--- src/rtl/core/nfba_pkg.sv ---
// ----------------------------------------------------------------------------
// nfba_pkg
// Shared types and codes for the next-fit block allocator.
// ----------------------------------------------------------------------------
package nfba_pkg;

  localparam int OFF_W  = 10;
  localparam int SIZE_W = 11;

  localparam logic [1:0] CMD_ALLOC = 2'd0;
  localparam logic [1:0] CMD_FREE  = 2'd1;
  localparam logic [1:0] CMD_PROBE = 2'd2;

  localparam logic [2:0] ST_OK       = 3'd0;
  localparam logic [2:0] ST_NOFIT    = 3'd1;
  localparam logic [2:0] ST_BADSIZE  = 3'd2;
  localparam logic [2:0] ST_FULL     = 3'd3;
  localparam logic [2:0] ST_NOTBLOCK = 3'd4;

  typedef enum logic [1:0] {
    OP_ALLOC,
    OP_FREE,
    OP_PROBE,
    OP_BAD
  } op_t;

  typedef struct packed {
    op_t               op;
    logic [SIZE_W-1:0] req;
    logic [OFF_W-1:0]  off;
  } cmd_t;

  typedef struct packed {
    logic [OFF_W-1:0]  off;
    logic [SIZE_W-1:0] size;
    logic              used;
  } entry_t;

  typedef enum logic [4:0] {
    S_INIT,
    S_IDLE,
    S_A_RD,
    S_A_CHK,
    S_U_RD,
    S_U_WR,
    S_A_WR,
    S_A_WR2,
    S_F_RD,
    S_F_CHK,
    S_P_RD,
    S_P_CHK,
    S_N_RD,
    S_N_CHK,
    S_FIN,
    S_D_RD,
    S_D_WR,
    S_D_END
  } state_t;

endpackage

--- src/rtl/core/nfba_front.sv ---
// ----------------------------------------------------------------------------
// nfba_front
// Takes commands, screens bad sizes and codes, and queues them (two deep).
// ----------------------------------------------------------------------------
module nfba_front
  import nfba_pkg::*;
(
  input  logic              clk,
  input  logic              rst_n,
  input  logic [SIZE_W-1:0] arena,
  input  logic              start,
  output logic              busy,
  input  logic [1:0]        in_command,
  input  logic [SIZE_W-1:0] in_request_size,
  input  logic [OFF_W-1:0]  in_block_start,
  output logic              q_valid,
  output cmd_t              q_cmd,
  input  logic              q_ready
);

  cmd_t       buf_r [2];
  logic [1:0] cnt_r;
  logic       wp_r;
  logic       rp_r;
  cmd_t       cls;
  logic       push;
  logic       pop;

  always_comb begin
    cls.req = in_request_size;
    cls.off = in_block_start;
    case (in_command)
      CMD_ALLOC: begin
        cls.op = (in_request_size == '0 || in_request_size > arena) ? OP_BAD : OP_ALLOC;
      end
      CMD_FREE:  cls.op = OP_FREE;
      CMD_PROBE: cls.op = OP_PROBE;
      default:   cls.op = OP_BAD;
    endcase
  end

  assign busy    = (cnt_r == 2'd2);
  assign q_valid = (cnt_r != 2'd0);
  assign q_cmd   = buf_r[rp_r];
  assign push    = start && !busy;
  assign pop     = q_valid && q_ready;

  always_ff @(posedge clk) begin
    if (push) begin
      buf_r[wp_r] <= cls;
    end
  end

  always_ff @(posedge clk) begin
    if (!rst_n) begin
      cnt_r <= 2'd0;
      wp_r  <= 1'b0;
      rp_r  <= 1'b0;
    end else begin
      if (push) wp_r <= ~wp_r;
      if (pop)  rp_r <= ~rp_r;
      cnt_r <= cnt_r + {1'b0, push} - {1'b0, pop};
    end
  end

endmodule

--- src/rtl/core/nfba_back.sv ---
// ----------------------------------------------------------------------------
// nfba_back
// Block table, rover and the sequencer that searches, splits and merges.
// ----------------------------------------------------------------------------
module nfba_back
  import nfba_pkg::*;
#(
  parameter int MEM_UNITS  = 1024,
  parameter int MAX_BLOCKS = 64
)
(
  input  logic              clk,
  input  logic              rst_n,
  input  logic              cfg_valid,
  output logic              cfg_ready,
  input  logic [SIZE_W-1:0] cfg_arena_size,
  output logic [SIZE_W-1:0] arena,
  input  logic              q_valid,
  input  cmd_t              q_cmd,
  output logic              q_ready,
  output logic              out_valid,
  output logic [2:0]        out_status,
  output logic [OFF_W-1:0]  out_result_offset,
  output logic [SIZE_W-1:0] out_result_size
);

  localparam int IW = (MAX_BLOCKS > 2) ? $clog2(MAX_BLOCKS) : 1;
  localparam int CW = $clog2(MAX_BLOCKS + 1);
  localparam int ARENA_MAX = (MEM_UNITS > 2047) ? 2047 : MEM_UNITS;
  localparam logic [SIZE_W-1:0] ARENA_RST = SIZE_W'(ARENA_MAX);
  localparam logic [CW-1:0] CNT_MAX = CW'(MAX_BLOCKS);

  entry_t mem [MAX_BLOCKS];
  entry_t rd_r;

  state_t            state_r, state_nxt;
  logic [SIZE_W-1:0] arena_r;
  logic [CW-1:0]     count_r;
  logic [IW-1:0]     rover_r;
  cmd_t              cmd_r;
  logic [IW-1:0]     ptr_r;
  logic [CW-1:0]     scan_r;
  logic [CW-1:0]     mm_r;
  logic [IW-1:0]     idx_r;
  logic [IW-1:0]     lidx_r;
  entry_t            cur_r, prv_r, nx_r;
  logic              prv_free_r, nxt_free_r;
  logic [1:0]        rem_r;

  logic              mem_we;
  logic [IW-1:0]     mem_wa, mem_ra;
  entry_t            mem_wd;
  logic              emit;
  logic [2:0]        emit_st;
  logic [OFF_W-1:0]  emit_off;
  logic [SIZE_W-1:0] emit_size;

  logic              cfg_fire, fit, exact, ptr_last, match;
  logic [IW-1:0]     ptr_inc, lidx_c;
  logic [OFF_W-1:0]  left_off;
  logic [SIZE_W-1:0] total;
  logic [SIZE_W-1:0] cfg_clamp;
  logic [CW-1:0]     cnt_dec;
  logic [CW-1:0]     j_rm;

  assign arena     = arena_r;
  assign cfg_ready = (state_r == S_IDLE) && !q_valid;
  assign cfg_fire  = cfg_valid && cfg_ready;

  assign fit      = !rd_r.used && (rd_r.size >= cmd_r.req);
  assign exact    = (rd_r.size == cmd_r.req);
  assign ptr_last = (CW'(ptr_r) + CW'(1) == count_r);
  assign ptr_inc  = ptr_last ? '0 : ptr_r + IW'(1);
  assign match    = (rd_r.off == cmd_r.off);
  assign left_off = prv_free_r ? prv_r.off : cur_r.off;
  assign total    = cur_r.size + (prv_free_r ? prv_r.size : '0)
                               + (nxt_free_r ? nx_r.size : '0);
  assign lidx_c   = prv_free_r ? idx_r - IW'(1) : idx_r;
  assign cnt_dec  = count_r - CW'(1);
  assign j_rm     = CW'(lidx_r) + CW'(1);

  always_comb begin
    cfg_clamp = cfg_arena_size;
    if (cfg_arena_size == '0) cfg_clamp = SIZE_W'(1);
    if (cfg_arena_size > ARENA_RST) cfg_clamp = ARENA_RST;
  end

  // Table memory: one write, one registered read.
  always_ff @(posedge clk) begin
    if (mem_we) begin
      mem[mem_wa] <= mem_wd;
    end
    rd_r <= mem[mem_ra];
  end

  // Next state
  always_comb begin
    state_nxt = state_r;
    case (state_r)
      S_INIT: state_nxt = S_IDLE;
      S_IDLE: begin
        if (cfg_fire) begin
          state_nxt = S_INIT;
        end else if (q_valid) begin
          case (q_cmd.op)
            OP_BAD:   state_nxt = S_IDLE;
            OP_ALLOC: state_nxt = S_A_RD;
            default:  state_nxt = S_F_RD;
          endcase
        end
      end
      S_A_RD: state_nxt = S_A_CHK;
      S_A_CHK: begin
        if (fit) begin
          if (exact || count_r >= CNT_MAX) state_nxt = S_IDLE;
          else if (count_r > CW'(ptr_r) + CW'(1)) state_nxt = S_U_RD;
          else state_nxt = S_A_WR;
        end else if (scan_r + CW'(1) == count_r) begin
          state_nxt = S_IDLE;
        end else begin
          state_nxt = S_A_RD;
        end
      end
      S_U_RD: state_nxt = S_U_WR;
      S_U_WR: begin
        state_nxt = (mm_r - CW'(1) > CW'(idx_r) + CW'(1)) ? S_U_RD : S_A_WR;
      end
      S_A_WR:  state_nxt = S_A_WR2;
      S_A_WR2: state_nxt = S_IDLE;
      S_F_RD:  state_nxt = S_F_CHK;
      S_F_CHK: begin
        if (match) begin
          state_nxt = (cmd_r.op == OP_FREE && !rd_r.used) ? S_IDLE : S_P_RD;
        end else if (ptr_last) begin
          state_nxt = S_IDLE;
        end else begin
          state_nxt = S_F_RD;
        end
      end
      S_P_RD:  state_nxt = S_P_CHK;
      S_P_CHK: state_nxt = S_N_RD;
      S_N_RD:  state_nxt = S_N_CHK;
      S_N_CHK: state_nxt = S_FIN;
      S_FIN: begin
        if (cmd_r.op == OP_PROBE || !(prv_free_r || nxt_free_r)) state_nxt = S_IDLE;
        else if (CW'(lidx_c) + CW'(2) < count_r) state_nxt = S_D_RD;
        else state_nxt = S_D_END;
      end
      S_D_RD: state_nxt = S_D_WR;
      S_D_WR: state_nxt = (CW'(ptr_r) + CW'(2) < count_r) ? S_D_RD : S_D_END;
      S_D_END: begin
        if (rem_r == 2'd1) state_nxt = S_IDLE;
        else if (CW'(lidx_r) + CW'(2) < cnt_dec) state_nxt = S_D_RD;
        else state_nxt = S_D_END;
      end
      default: state_nxt = S_IDLE;
    endcase
  end

  // Outputs: memory control, queue pop and result
  always_comb begin
    mem_we    = 1'b0;
    mem_wa    = ptr_r;
    mem_wd    = rd_r;
    mem_ra    = ptr_r;
    q_ready   = 1'b0;
    emit      = 1'b0;
    emit_st   = ST_OK;
    emit_off  = '0;
    emit_size = '0;
    case (state_r)
      S_INIT: begin
        mem_we = 1'b1;
        mem_wa = '0;
        mem_wd = '{off: '0, size: arena_r, used: 1'b0};
      end
      S_IDLE: begin
        q_ready = 1'b1;
        if (q_valid && q_cmd.op == OP_BAD) begin
          emit    = 1'b1;
          emit_st = ST_BADSIZE;
        end
      end
      S_A_CHK: begin
        if (fit && exact) begin
          mem_we    = 1'b1;
          mem_wd    = '{off: rd_r.off, size: rd_r.size, used: 1'b1};
          emit      = 1'b1;
          emit_off  = rd_r.off;
          emit_size = cmd_r.req;
        end else if (fit && count_r >= CNT_MAX) begin
          emit    = 1'b1;
          emit_st = ST_FULL;
        end else if (!fit && scan_r + CW'(1) == count_r) begin
          emit    = 1'b1;
          emit_st = ST_NOFIT;
        end
      end
      S_U_RD: mem_ra = IW'(mm_r - CW'(1));
      S_U_WR: begin
        mem_we = 1'b1;
        mem_wa = IW'(mm_r);
      end
      S_A_WR: begin
        mem_we = 1'b1;
        mem_wa = idx_r + IW'(1);
        mem_wd = '{off:  OFF_W'({1'b0, cur_r.off} + cmd_r.req),
                   size: cur_r.size - cmd_r.req, used: 1'b0};
      end
      S_A_WR2: begin
        mem_we    = 1'b1;
        mem_wa    = idx_r;
        mem_wd    = '{off: cur_r.off, size: cmd_r.req, used: 1'b1};
        emit      = 1'b1;
        emit_off  = cur_r.off;
        emit_size = cmd_r.req;
      end
      S_F_CHK: begin
        if ((match && cmd_r.op == OP_FREE && !rd_r.used) || (!match && ptr_last)) begin
          emit    = 1'b1;
          emit_st = ST_NOTBLOCK;
        end
      end
      S_P_RD: mem_ra = idx_r - IW'(1);
      S_N_RD: mem_ra = idx_r + IW'(1);
      S_FIN: begin
        if (cmd_r.op == OP_PROBE) begin
          emit      = 1'b1;
          emit_off  = left_off;
          emit_size = total;
        end else begin
          mem_we = 1'b1;
          mem_wa = lidx_c;
          mem_wd = '{off: left_off, size: total, used: 1'b0};
          if (!(prv_free_r || nxt_free_r)) begin
            emit      = 1'b1;
            emit_off  = left_off;
            emit_size = total;
          end
        end
      end
      S_D_RD: mem_ra = ptr_r + IW'(1);
      S_D_WR: mem_we = 1'b1;
      S_D_END: begin
        if (rem_r == 2'd1) begin
          emit      = 1'b1;
          emit_off  = cur_r.off;
          emit_size = cur_r.size;
        end
      end
      default: ;
    endcase
  end

  always_ff @(posedge clk) begin
    if (!rst_n) begin
      state_r   <= S_INIT;
      arena_r   <= ARENA_RST;
      count_r   <= CW'(1);
      rover_r   <= '0;
      out_valid <= 1'b0;
    end else begin
      state_r   <= state_nxt;
      out_valid <= emit;
      case (state_r)
        S_INIT: begin
          count_r <= CW'(1);
          rover_r <= '0;
        end
        S_IDLE: if (cfg_fire) arena_r <= cfg_clamp;
        S_A_CHK: if (fit && exact) rover_r <= ptr_inc;
        S_A_WR2: begin
          count_r <= count_r + CW'(1);
          rover_r <= idx_r + IW'(1);
        end
        S_D_END: begin
          count_r <= cnt_dec;
          if (CW'(rover_r) == j_rm) begin
            if (CW'(rover_r) >= cnt_dec) rover_r <= '0;
          end else if (CW'(rover_r) > j_rm) begin
            rover_r <= rover_r - IW'(1);
          end
        end
        default: ;
      endcase
    end
  end

  // Payload registers
  always_ff @(posedge clk) begin
    out_status        <= emit_st;
    out_result_offset <= emit_off;
    out_result_size   <= emit_size;
    case (state_r)
      S_IDLE: begin
        if (q_valid) begin
          cmd_r  <= q_cmd;
          ptr_r  <= (q_cmd.op == OP_ALLOC) ? rover_r : '0;
          scan_r <= '0;
        end
      end
      S_A_CHK: begin
        if (fit) begin
          idx_r <= ptr_r;
          cur_r <= rd_r;
          mm_r  <= count_r;
        end else begin
          ptr_r  <= ptr_inc;
          scan_r <= scan_r + CW'(1);
        end
      end
      S_U_WR: mm_r <= mm_r - CW'(1);
      S_F_CHK: begin
        if (match) begin
          idx_r <= ptr_r;
          cur_r <= rd_r;
        end else begin
          ptr_r <= ptr_r + IW'(1);
        end
      end
      S_P_CHK: begin
        prv_r      <= rd_r;
        prv_free_r <= (idx_r != '0) && !rd_r.used;
      end
      S_N_CHK: begin
        nx_r       <= rd_r;
        nxt_free_r <= (CW'(idx_r) + CW'(1) < count_r) && !rd_r.used;
      end
      S_FIN: begin
        rem_r      <= {1'b0, prv_free_r} + {1'b0, nxt_free_r};
        lidx_r     <= lidx_c;
        ptr_r      <= lidx_c + IW'(1);
        cur_r.off  <= left_off;
        cur_r.size <= total;
      end
      S_D_WR: ptr_r <= ptr_r + IW'(1);
      S_D_END: begin
        rem_r <= rem_r - 2'd1;
        ptr_r <= lidx_r + IW'(1);
      end
      default: ;
    endcase
  end

endmodule

--- src/rtl/core/next_fit_block_allocator.sv ---
// ----------------------------------------------------------------------------
// next_fit_block_allocator
// Next-fit allocator over an address-ordered block table, with split on
// allocate and coalescing of free neighbours on free.
// ----------------------------------------------------------------------------
//  channel  handshake                 payload
//  in       start / busy              in_command, in_request_size,
//                                     in_block_start
//  out      out_valid (1-cycle)       out_status, out_result_offset,
//                                     out_result_size
//  cfg      cfg_valid / cfg_ready     cfg_arena_size
//
//  Steps: a bad command is answered from idle as it leaves the queue.
//  Allocate reads and checks table entries from the rover on, then for a
//  split moves later entries up and writes the two halves; free/probe scan
//  from entry zero to find the offset, read both neighbours and, for free,
//  write the merged entry, then per merge move later entries down.
//  The table memory's one read and one write a cycle bound these steps.
//  Reset (and every arena_size write) rebuilds entry zero in the init state.
//  The front queue holds two transactions; busy rises only when it is full.
//  Results cannot be held off by the receiver.
// ----------------------------------------------------------------------------
module next_fit_block_allocator
  import nfba_pkg::*;
#(
  parameter int MEM_UNITS  = 1024,
  parameter int MAX_BLOCKS = 64
)
(
  input  logic              clk,
  input  logic              rst_n,
  input  logic              start,
  output logic              busy,
  input  logic [1:0]        in_command,
  input  logic [SIZE_W-1:0] in_request_size,
  input  logic [OFF_W-1:0]  in_block_start,
  output logic              out_valid,
  output logic [2:0]        out_status,
  output logic [OFF_W-1:0]  out_result_offset,
  output logic [SIZE_W-1:0] out_result_size,
  input  logic              cfg_valid,
  output logic              cfg_ready,
  input  logic [SIZE_W-1:0] cfg_arena_size
);

  logic              q_valid;
  logic              q_ready;
  cmd_t              q_cmd;
  logic [SIZE_W-1:0] arena;

  // Front: screens commands and queues them
  nfba_front u_front (
    .clk             (clk),
    .rst_n           (rst_n),
    .arena           (arena),
    .start           (start),
    .busy            (busy),
    .in_command      (in_command),
    .in_request_size (in_request_size),
    .in_block_start  (in_block_start),
    .q_valid         (q_valid),
    .q_cmd           (q_cmd),
    .q_ready         (q_ready)
  );

  // Back: table owner and sequencer
  nfba_back #(
    .MEM_UNITS  (MEM_UNITS),
    .MAX_BLOCKS (MAX_BLOCKS)
  ) u_back (
    .clk               (clk),
    .rst_n             (rst_n),
    .cfg_valid         (cfg_valid),
    .cfg_ready         (cfg_ready),
    .cfg_arena_size    (cfg_arena_size),
    .arena             (arena),
    .q_valid           (q_valid),
    .q_cmd             (q_cmd),
    .q_ready           (q_ready),
    .out_valid         (out_valid),
    .out_status        (out_status),
    .out_result_offset (out_result_offset),
    .out_result_size   (out_result_size)
  );

endmodule
--- config.mk ---
export PLATFORM = sky130hd
export DESIGN_NAME = next_fit_block_allocator
export DESIGN_NICKNAME = d
export VERILOG_FILES = /design/src/rtl/core/nfba_pkg.sv /design/src/rtl/core/nfba_front.sv /design/src/rtl/core/nfba_back.sv /design/src/rtl/core/next_fit_block_allocator.sv
export SDC_FILE = /design/constraint.sdc
export NUM_CORES = 2
export LEC_CHECK = 0
export ABC_AREA = 1
export BUFFER_PORTS_ARGS = -buffer_cell sky130_fd_sc_hd__buf_2
export CAP_MARGIN = 20
export CELL_PAD_IN_SITES_DETAIL_PLACEMENT = 0
export CELL_PAD_IN_SITES_GLOBAL_PLACEMENT = 1
export CORE_UTILIZATION = 55
export DETAILED_ROUTE_END_ITERATION = 7
export GPL_TIMING_DRIVEN = 0
export MAX_ROUTING_LAYER = met4
export PLACE_DENSITY_LB_ADDON = 0.25
export SETUP_SLACK_MARGIN = 0.1
export SYNTH_ARGS = -nofsm -noshare
export SYNTH_HDL_FRONTEND = slang
export SYNTH_SLANG_ARGS = --single-unit
export TNS_END_PERCENT = 5
--- constraint.sdc ---
create_clock -name clk -period 9.9 [get_ports clk]
set_clock_uncertainty 0.15 [all_clocks]
set_input_delay 0.495 -clock clk [delete_from_list [all_inputs] [get_ports clk]]
set_output_delay 0.495 -clock clk [all_outputs]
set_load 0.03 [all_outputs]
==> impl_metrics.json <==
{
  "status": "complete, no violations",
  "cp.depth": 21,
  "ys_types": 57,
  "via_per_inst": 6.02,
  "synth_xor_area_share_pct": 0.748,
  "maxCapViolations": 0,
  "start_util_pct": 55.4,
  "dr.pass1.iters": 6,
  "hold_path_class": "in2reg",
  "wl_um": 257000,
  "first_global_vias": 53575,
  "seq_power_share_pct": 38.5,
  "setup_tns_ns": 0,
  "pwr_density_cell_nw_per_um2": 274,
  "grt_max_degree": 65,
  "clock_latency_ns": 0.81,
  "synth_compound_area_share_pct": 2.63,
  "drive_above_1_share_pct": 10.3,
  "cts_root_buf": "clkbuf_16",
  "clock-sinks": 1647,
  "synthFlopType": "edfxtp_1",
  "p_leak_uw": 0.0342,
  "filler_cell_count": 10842,
  "relSlewSlack_pct": 15.9,
  "reg2reg_depth": 21,
  "die_w_um": 374,
  "design_area_um2": 87100,
  "dr_total_vias": 57111,
  "synthTopCellsByArea": "edfxtp_1 (62%), nand3_1 (9.8%), nand2_1 (6.5%), nand3b_1 (5.1%), inv_1 (4.2%)",
  "core_um2": 137000,
  "syn_inst": 7140,
  "ys_warn_count": 0,
  "clkTransAtPathRegs_ns": 0.06,
  "fmax_mhz": 160,
  "synthArstFlopShare_pct": 0,
  "worstPathMaxFanout": 17,
  "crit_type": "reg2reg",
  "crit_family": "buffers and inverters",
  "reg2reg_slack_ns": 3.66,
  "critPathArrivalTime_ns": 6.63,
  "finalSetupViolCount": 0,
  "dieArea_um2": 140000,
  "syn_nets": 7312,
  "syn_area_per_cell_um2": 10.7,
  "synthSimpleGateAreaFrac_pct": 23.3,
  "final_antenna_net_count": 0,
  "finalMaxSlewViolations": 0,
  "crit_top_cell": "nand2_1",
  "wire_per_inst_um": 27.1,
  "ios": 65,
  "grt_first_pass_wirelength_um": 365000,
  "port_buffers": 64,
  "p_int_uw": 14500,
  "synth_area_um2": 76100,
  "rows": 136,
  "rsz0062_at_grt": "no",
  "cpPeakStageDelay_ns": 0.79,
  "synth_edf_count": 1566,
  "place_congestion": 1.09,
  "switching_share_pct": 39.3,
  "cp-end-kind": "register",
  "critical_path.cell_chain": "buf_2 > clkbuf_1 > clkbuf_1 > buf_1 > nand2_1 > fa_1 > inv_1 > ha_1 > fa_1 > nand3_1 > nand2_1 > nand2_1 > nand2_1 > nand2_1 > a21oi_1 > o21ai_0 > nand3b_1 > nand3_1 > nand4_1 > buf_16 > buf_8",
  "pwr-share-comb_pct": 35.8,
  "synth.top_cell.area_share_pct": 61.8,
  "cts_buffers": 170,
  "final_cells": 9485,
  "post_cts_resized": 0,
  "synth_top_family_by_area": "simple AND/OR/NAND/NOR gates",
  "p_total_uw": 23900,
  "ys_seq_area_share_pct": 63.9,
  "overflow": 0,
  "drt-initial-drc-count": 8052,
  "htreeDepth": 4,
  "period_share_pct": 63.0,
  "period_needed_ns": 6.24,
  "synth_commonest_cells": "edfxtp_1 (1,566), nand3_1 (1,484), nand2_1 (1,321)",
  "antenna_found_initial": 5,
  "synth_fa_ha_area_share_pct": 2.33,
  "whs_path_depth": 5,
  "clockPowerShare_pct": 25.7,
  "dpl_cell_area_um2": 81400,
  "synth_seq_cells": 1647,
  "synth.most_common_cell": "edfxtp_1",
  "die_y_um": 374,
  "worst-slew-pin-transition_ns": 1.26,
  "tritoncts": "yes",
  "worst_setup_path_start_kind": "register",
  "dp_cells": 9124,
  "required_ns": 10.30,
  "cts_buffer_depth": 3,
  "ir_worst_vdd_uv": 185,
  "power_switching_uw": 9370,
  "cpMaxStageDelayCell": "nand4_1",
  "hold_viol": 0,
  "synth.mux.area_fraction_pct": 0.324,
  "drc": 0,
  "synth_largest_area_cell": "edfxtp_1",
  "dpl.hpwl_um": 186000,
  "area_growth_syn_to_layout_pct": 14.4,
  "grt_usage_pct": 37.4,
  "critPathBufInv": 7,
  "fin_nets": 7720
}
## power by group through the flow
stage | sequential, uW | clock [uW] | combinational [uW]
detailed placement | 9310 | 0 | 8190
CTS | 9170 | 6140 | 8230
global route | 9200 | 6390 | 8900
finish | 9180 | 6130 | 8560
global placement | 9690 | 0 | 7410
floorplan | 9290 | 0 | 4140
## stage by stage
step	setup slack [ns]	utilization [%]	hold slack, ns
after floorplan	3.11	-	0.275
after detailed placement	3.75	59.3	0.311
final	3.66	63.4	0.200
after global placement	-5.46	57.3	0.284
after global routing	3.31	63.4	0.251
after CTS	3.75	63.4	0.204
## cell usage in the layout, fill, tap and decap left out, types with 16 or more instances in the layout
master / instances
inv_1: 854
xnor2_1: 18
buf_8: 65
clkbuf_16: 173
nand3b_1: 520
buf_1: 34
nor2_2: 74
or2_0: 16
inv_2: 17
clkinv_1: 47
nor2_1: 137
nand4_1: 24
nand3_1: 1481
o221ai_1: 16
nand2_1: 1321
buf_4: 17
mux2_2: 21
nor3_1: 20
xor2_1: 47
clkbuf_1: 208
clkinv_2: 22
a21oi_1: 111
dlygate4sd3_1: 44
dfxtp_1: 81
o22ai_1: 25
edfxtp_1: 1566
buf_16: 30
buf_2: 273
ha_1: 121
o21ai_0: 104
## cell type report
cell class / instances / area (um2) / share of cell area [%]
Antenna cell: 7 / 17.5 / 0.0201
Buffer: 412 / 1850 / 2.12
Clock buffer: 222 / 4540 / 5.22
Clock inverter: 86 / 676 / 0.776
Inverter: 882 / 3320 / 3.81
Multi-Input combinational cell: 4199 / 22800 / 26.2
Sequential cell: 1647 / 48600 / 55.9
Tap cell: 1794 / 2240 / 2.58
Timing Repair Buffer: 236 / 3010 / 3.46
## final timing paths
| path | startpoint | end |
|---|---|---|
| worst max register to register | u_back.prv_free_r | u_back.mem[3][10] |
| worst min register to register | u_back.rd_r[1] | u_back.nx_r[1] |
| worst min-delay path | start | u_front.wp_r |
| worst max-delay path | u_back.prv_free_r | u_back.mem[3][10] |
## cells by family (layout without fill, tap and decap cells)
logic type | count (synthesis) | after routing
flops | 1647 | 1647
buf+inv | 1294 | 1838
simple gates | 3639 | 3639
other cells | 0 | 7
fa+ha+maj | 134 | 134
mux | 22 | 22
xor+xnor | 65 | 65
compound gates | 339 | 339
## repair_timing
item                                   4_1_cts  5_1_grt
endpoints found under the hold margin       62        0
hold buffers                                44        0
setup buffers                                0        0
## state kept, by name (all words and copies together) (netlist names), 3 cells and up, named ones only
signal and cells:
u_back.out_result_size 11, u_back.arena 11, u_back.state_r 5, u_back.cur_r 21, u_back.prv_r 21, u_back.lidx_r 6
u_back.scan_r 7, u_back.out_status 3, u_back.idx_r 6, u_back.count_r 7, u_back.rd_r 22, u_front.buf_r 46
u_back.mm_r 7, u_back.rover_r 6, u_back.nx_r 11, u_back.out_result_offset 10, u_back.mem 1408, u_back.cmd_r 23
u_back.ptr_r 6
## worst reg2reg max path: cells and delay by family, from the launching register on
| kind | cells | cell delay, ns |
|---|---|---|
| AO/OA/AOI/OAI | 2 | 0.30 |
| buffers and inverters | 7 | 2.27 |
| AND/OR/NAND/NOR | 9 | 1.68 |
| adder cells (fa/ha/maj) | 3 | 1.23 |
| flip-flops | 1 | 0.35 |
## layer usage
metal / GRT usage, % / vias to the layer above / routed length [um]
met5: - / - / 0
met4: 18.3 / 0 / 14300
met3: 8.19 / 577 / 29700
met2: 55.0 / 3505 / 113000
met1: 49.4 / 27455 / 99300
li1: - / 25574 / -
Power figures use the tool's default switching activity.
